--- src/hdl/mbp_pkg.sv ---
// shared types for the msb-first bit packer
package mbp_pkg;

	localparam int unsigned FieldWidthBits = 6;
	localparam int unsigned FieldValueBits = 32;
	localparam int unsigned ByteBits = 8;
	localparam int unsigned PendBits = 7;

	typedef enum logic [0:0] {
		ACT_APPEND = 1'b0,
		ACT_FLUSH  = 1'b1
	} action_t;

	typedef enum logic [0:0] {
		ST_IDLE = 1'b0,
		ST_EMIT = 1'b1
	} state_t;

	// controller to datapath
	typedef struct packed {
		logic load;
		logic ack;
	} dp_cmd_t;

	// datapath to controller
	typedef struct packed {
		logic load_emits;
		logic emit_last;
	} dp_status_t;

endpackage

--- src/hdl/mbp_ctrl.sv ---
// controller state machine: accept one item, then hand out its bytes
module mbp_ctrl import mbp_pkg::*; (
	input  logic       clk,
	input  logic       arst_n,
	input  logic       in_valid,
	input  logic       out_ready,
	input  dp_status_t status,
	output logic       in_ready,
	output logic       out_valid,
	output dp_cmd_t    cmd
);

	state_t state_q;
	state_t state_d;

	always_ff @(posedge clk or negedge arst_n) begin
		if (!arst_n) begin
			state_q <= ST_IDLE;
		end else begin
			state_q <= state_d;
		end
	end

	always_comb begin
		state_d = state_q;
		case (state_q)
			ST_IDLE: begin
				if (in_valid && status.load_emits) begin
					state_d = ST_EMIT;
				end
			end
			ST_EMIT: begin
				if (out_ready && status.emit_last) begin
					state_d = ST_IDLE;
				end
			end
			default: begin
				state_d = ST_IDLE;
			end
		endcase
	end

	always_comb begin
		in_ready  = 1'b0;
		out_valid = 1'b0;
		cmd       = '0;
		case (state_q)
			ST_IDLE: begin
				in_ready = 1'b1;
				cmd.load = in_valid;
			end
			ST_EMIT: begin
				out_valid = 1'b1;
				cmd.ack   = out_ready;
			end
			default: begin
				in_ready = 1'b0;
			end
		endcase
	end

endmodule

--- src/hdl/mbp_dp.sv ---
// datapath: bit accumulator, bit count and byte extraction
module mbp_dp import mbp_pkg::*; #(
	parameter int unsigned MAX_FIELD_BITS = 32
) (
	input  logic                      clk,
	input  logic                      arst_n,
	input  dp_cmd_t                   cmd,
	input  action_t                   action,
	input  logic [FieldWidthBits-1:0] field_width,
	input  logic [FieldValueBits-1:0] field_value,
	output dp_status_t                status,
	output logic [ByteBits-1:0]       out_byte
);

	localparam int unsigned AccW = MAX_FIELD_BITS + PendBits;
	localparam int unsigned CntW = $clog2(AccW + 1);
	localparam logic [FieldWidthBits-1:0] MaxW = FieldWidthBits'(MAX_FIELD_BITS);

	logic [AccW-1:0] acc_q;
	logic [CntW-1:0] cnt_q;

	logic [FieldWidthBits-1:0] wsat;
	logic [PendBits-1:0]       pend;
	logic [ByteBits-1:0]       flush_byte;
	logic [AccW-1:0]           val_ext;
	logic [AccW-1:0]           val_mask;
	logic [AccW-1:0]           acc_d;
	logic [CntW-1:0]           cnt_d;
	logic [CntW-1:0]           emit_sh;

	// pending bits are only the low cnt bits; cnt is below 8 when idle
	assign pend = acc_q[PendBits-1:0] & ~({PendBits{1'b1}} << cnt_q[2:0]);
	assign wsat = (field_width > MaxW) ? MaxW : field_width;
	assign val_ext  = AccW'(field_value);
	assign val_mask = ~({AccW{1'b1}} << wsat);
	assign flush_byte = ByteBits'({1'b0, pend} << (4'd8 - {1'b0, cnt_q[2:0]}));

	always_comb begin
		if (action == ACT_FLUSH) begin
			acc_d = AccW'(flush_byte);
			cnt_d = (cnt_q[2:0] != 3'd0) ? CntW'(ByteBits) : '0;
		end else begin
			acc_d = (AccW'(pend) << wsat) | (val_ext & val_mask);
			cnt_d = CntW'(cnt_q[2:0]) + CntW'(wsat);
		end
	end

	assign emit_sh  = cnt_q - CntW'(ByteBits);
	assign out_byte = ByteBits'(acc_q >> emit_sh);

	// last byte when fewer than a byte of bits stays behind it
	assign status.load_emits = (cnt_d >= CntW'(ByteBits));
	assign status.emit_last  = (emit_sh < CntW'(ByteBits));

	always_ff @(posedge clk or negedge arst_n) begin
		if (!arst_n) begin
			acc_q <= '0;
			cnt_q <= '0;
		end else if (cmd.load) begin
			acc_q <= acc_d;
			cnt_q <= cnt_d;
		end else if (cmd.ack) begin
			cnt_q <= emit_sh;
		end
	end

endmodule

--- src/hdl/msb_first_bit_packer.sv ---
// top level of the msb-first bit packer
//
// channel  dir  fields
// s_axis   in   tuser: action; tdata: field_width[5:0], field_value[37:6]
// m_axis   out  tdata: out_byte[7:0]; tlast: last_of_run
//
// an item is accepted first, then the output shifter hands out each byte
// it completes, one byte per cycle while m_axis_tready is high; an item
// that completes no byte goes straight back to accepting
// the input is not ready while bytes of the current item are pending
// a stalled output holds its byte; reset clears the pending bits
module msb_first_bit_packer import mbp_pkg::*; #(
	parameter int unsigned MAX_FIELD_BITS = 32
) (
	input  logic        clk,
	input  logic        arst_n,
	input  logic        s_axis_tvalid,
	output logic        s_axis_tready,
	input  logic [39:0] s_axis_tdata,  // field_width[5:0], field_value[37:6], zero pad
	input  logic        s_axis_tuser,  // action
	output logic        m_axis_tvalid,
	input  logic        m_axis_tready,
	output logic [7:0]  m_axis_tdata,  // out_byte[7:0]
	output logic        m_axis_tlast
);

	dp_cmd_t    cmd;
	dp_status_t status;

	mbp_ctrl u_ctrl (
		.clk       (clk),
		.arst_n    (arst_n),
		.in_valid  (s_axis_tvalid),
		.out_ready (m_axis_tready),
		.status    (status),
		.in_ready  (s_axis_tready),
		.out_valid (m_axis_tvalid),
		.cmd       (cmd)
	);

	mbp_dp #(
		.MAX_FIELD_BITS (MAX_FIELD_BITS)
	) u_dp (
		.clk         (clk),
		.arst_n      (arst_n),
		.cmd         (cmd),
		.action      (action_t'(s_axis_tuser)),
		.field_width (s_axis_tdata[5:0]),
		.field_value (s_axis_tdata[37:6]),
		.status      (status),
		.out_byte    (m_axis_tdata)
	);

	assign m_axis_tlast = status.emit_last;

`ifndef ASSERT_OFF
	// one item at a time: no accept while bytes are handed out
	a_no_overlap: assert property (@(posedge clk) disable iff (!arst_n)
		m_axis_tvalid |-> !s_axis_tready)
		else $error("input ready while output pending");

	// a run only ends on its marked byte
	a_run_continues: assert property (@(posedge clk) disable iff (!arst_n)
		(m_axis_tvalid && m_axis_tready && !m_axis_tlast) |=> m_axis_tvalid)
		else $error("run ended without last byte");

	// a flush gives at most one byte
	a_flush_single: assert property (@(posedge clk) disable iff (!arst_n)
		(s_axis_tvalid && s_axis_tready && s_axis_tuser) |=>
		(!m_axis_tvalid || m_axis_tlast))
		else $error("flush gave more than one byte");

	// a zero-width append gives no byte
	a_zero_width: assert property (@(posedge clk) disable iff (!arst_n)
		(s_axis_tvalid && s_axis_tready && !s_axis_tuser && (s_axis_tdata[5:0] == 6'd0))
		|=> !m_axis_tvalid)
		else $error("zero-width append gave a byte");
`endif

endmodule

--- config.mk ---
export PLATFORM = sky130hd
export DESIGN_NAME = msb_first_bit_packer
export DESIGN_NICKNAME = d
export VERILOG_FILES = /design/src/hdl/mbp_pkg.sv /design/src/hdl/mbp_ctrl.sv /design/src/hdl/mbp_dp.sv /design/src/hdl/msb_first_bit_packer.sv
export SDC_FILE = /design/constraint.sdc
export NUM_CORES = 1
export LEC_CHECK = 0
export ABC_AREA = 1
export BUFFER_PORTS_ARGS = -buffer_cell sky130_fd_sc_hd__buf_2
export CORE_MARGIN = 2
export CORE_UTILIZATION = 30
export DETAILED_ROUTE_END_ITERATION = 8
export GPL_TIMING_DRIVEN = 1
export MAX_ROUTING_LAYER = met4
export PLACE_DENSITY = 0.57
export SLEW_MARGIN = 10
export SYNTH_ARGS = -nofsm -noshare
export SYNTH_HDL_FRONTEND = slang
export SYNTH_SLANG_ARGS = --single-unit
--- constraint.sdc ---
create_clock -name clk -period 2.4 [get_ports clk]
set_input_delay 0.48 -clock clk [delete_from_list [all_inputs] [get_ports clk]]
set_output_delay 0.48 -clock clk [all_outputs]
set_load 0.05 [all_outputs]
==> run_results.csv <==
group,metric,value,unit
layout,drive_gt1_share,17.96,%
layout,layout_commonest_cell,"nand2_1",
floorplanning,die_w,133.9,um
timing,slew_headroom,66.39,%
pwr,powerDensity,1387,nW/um^2
clocking,cts.sinks,46,
run,maxCapViolations,0,
layout,diodes,0,
synthesis,synth-async-reset-ratio,100.0,%
synthesis,synth_top_area_share,28.86,%
synthesis,synth-edff-count,0,
timing,slew_viol_final,0,
grt,first_global_vias,5556,
clocking,cts.root.buffer_cell,"clkbuf_16",
routing,first_pass_iters,5,
synthesis,synthCells,882,
floorplanning,start_util,30.61,%
synthesis,synthesis.area,5059,um^2
routing,vias_per_cell,5.156,
pwr,p_leak,3.060,nW
critical_path,r2r_end,"u_dp.acc_q[7]",
critical_path,required,1.92,ns
clocking,clock_latency,0.29,ns
synthesis,avgSynthCellArea,5.735,um^2
timing,fin_tns_setup,-0.4317,ns
synthesis,synth_flop_cell,"dfrtp_1",
place,pre_cts_slack,0.07034,ns
synthesis,synth_top_cell_by_area,"nand2_1",
critical_path,reg2reg_from,"u_dp.cnt_q[0]",
clocking,clkTransAtPathRegs,0.06,ns
routing,final_antenna_net_count,0,
synthesis,ys_types,41,
timing,rsz0062_at_grt,"true",
grt,overflow,0,
critical_path,startpoint_type,"register",
layout,instances_no_fill,1161,
floorplanning,coreArea,16520,um^2
clocking,cts_max_path_buffers,2,
routing,vias,5986,
routing,route.detailed.drc,0,
critical_path,worstSetupPathType,"register to output port",
hold_path,worstHoldPathType,"input port to async pin",
layout,syn_to_final_growth,18.97,%
place,place_area,5714,um^2
critical_path,cp.arrival,2.01,ns
floorplanning,dieHeight,133.9,um
floorplanning,die_area,17920,um^2
timing,fin_crit_sh,103.8,%
grt,antenna_found_initial,0,
routing,wl_met3,1153,um
routing,dr.max_layer_used,"met4",
clocking,cts_made_buffers,5,
routing,wl_per_cell,15.78,um
layout,final_cell_mix,"nand2_1, nand3_1, inv_1",
clocking,cts_tree,"built",
synthesis,mappedNetlistNets,934,
routing,wl,18320,um
routing,routedLengthMet1,8679,um
synthesis,yosysWarningCount,0,
outcome,violations,"negative setup slack",
outcome,outcome,"finished, violations left",
timing,clock.fmax,401.3,MHz
timing,finalClockSkew,0.004328,ns
grt,grt_max_degree,41,
clocking,h-tree-depth,2,
timing,worstMarginPinSlew,0.4978,ns
routing,drt_iter0_drc,594,
floorplanning,num_rows,47,
grt,grt_pass1_wl,30030,um
critical_path,reg2regPathDepth,9,
layout,fill_cells,1852,
synthesis,ys_top_cells_by_area,"nand2_1, dfrtp_1, nand3_1",
layout,finalInstanceArea,6018,um^2
timing,setup_slack,-0.09219,ns
timing,setup_viol,7,
routing,dr_wl_met2,8062,um
timing,hold_violations,0,
place,placed_cells,1152,
place,place_congestion,0.9561,
critical_path,rrSetupSlack,0.06,ns
place,portBuffers,53,
critical_path,crit_path_end_kind,"output port",
pwr,ir_drop,1.046,mV
grt,grtUsageTotal,21.58,%
floorplanning,ios,56,
critical_path,crit_fanout,40,
layout,nets,992,
synthesis,yosysSeqAreaShare,22.76,%
place,hpwl,14670,um
synthesis,ys_ff_latch,46,
timing,post-route-min-period,2.492,ns
critical path, cell delays in order, from the launching register on:
cell	delay [ns]
dfrtp_2	0.44
buf_12	0.17
or2_1	0.24
o21ai_2	0.08
nand2_1	0.09
nand3_1	0.08
nand2_1	0.05
nand2_1	0.05
nand2_1	0.06
nand2_1	0.08
nand2_1	0.05
nand2_1	0.06
nand2_2	0.05
buf_4	0.19
synthesized netlist by cell type (all sizes together), types with 2 or more instances:
| master | count |
|---|---|
| a32oi | 2 |
| inv | 72 |
| o221ai | 11 |
| or2 | 12 |
| buf | 34 |
| o211ai | 19 |
| nor2 | 49 |
| o21ai | 103 |
| dfrtp | 46 |
| a31oi | 2 |
| a22oi | 4 |
| nand3 | 79 |
| ha | 7 |
| nand4 | 5 |
| o22ai | 2 |
| nand2 | 398 |
| clkbuf | 8 |
| a21oi | 22 |
layer usage:
metal / GRT usage (%) / vias up
met3: 2.192 / 33
met2: 33.08 / 218
li1: - / 2998
met4: 5.496 / 0
met5: - / -
met1: 30.52 / 2737
stage by stage:
stage / util [%] / hold slack, ns / power, W
after global routing: 36.42 / 0.1539 / 0.009159
after detailed placement: 34.58 / 0.4445 / 0.007044
final: 36.42 / 0.1201 / 0.008345
after floorplan: - / 0.1844 / 0.005479
after global placement: 34.58 / 0.4460 / 0.007043
after CTS: 35.99 / 0.1333 / 0.008119
cell families (layout without fill, tap and decap cells):
| kind of cell | count (synthesis) | after routing | synth area share, % |
|---|---|---|---|
| buffers and inverters | 114 | 173 | 10.76 |
| AO/OA/AOI/OAI | 168 | 168 | 19.47 |
| adder cells (fa/ha/maj) | 7 | 7 | 1.731 |
| flip-flops | 46 | 46 | 22.76 |
| AND/OR/NAND/NOR | 547 | 547 | 45.29 |
area by class of cell:
class / instances / area, um^2 / area share, %
clock buffer: 5 / 125.1 / 2.079
clock inverter: 3 / 40.04 / 0.6653
inverter: 72 / 272.8 / 4.532
multi-input combinational: 722 / 3458 / 57.46
sequential: 46 / 1152 / 19.15
tap: 220 / 275.3 / 4.574
timing repair buffer: 93 / 694.4 / 11.54
worst max-delay path by stage:
| stage | endpoint | slack, ns | from | cells past startpoint |
|---|---|---|---|---|
| after floorplan | m_axis_tdata[4] | -0.07 | u_dp.cnt_q[3] | 11 |
| after global placement | u_dp.acc_q[7] | 0.02 | u_dp.cnt_q[0] | 9 |
| after detailed placement | u_dp.acc_q[7] | 0.07 | u_dp.cnt_q[0] | 9 |
| after CTS | m_axis_tdata[0] | -0.14 | u_dp.cnt_q[0] | 13 |
| after global routing | m_axis_tdata[0] | -0.25 | u_dp.cnt_q[0] | 13 |
| final | m_axis_tdata[0] | -0.09 | u_dp.cnt_q[0] | 13 |
report_power, final:
part	internal, W	leakage [nW]	switching (W)
Sequential	0.00109	0.605	0.000274
Combinational	0.00219	2.37	0.00400
Clock	0.000488	0.0836	0.000305
Total	0.00377	3.06	0.00458
flip-flops by register name, indices dropped and copies added (netlist names):
| register | count |
|---|---|
| u_ctrl.state_q | 1 |
| u_dp.cnt_q | 6 |
| u_dp.acc_q | 39 |
repair_timing:
item,in CTS,in global routing
pin swaps,0,1
endpoints found under the setup margin,8,12
hold buffers,0,0
setup buffers,1,0
gates resized for setup,32,25
Note: power is estimated with default switching activity, not from simulation.
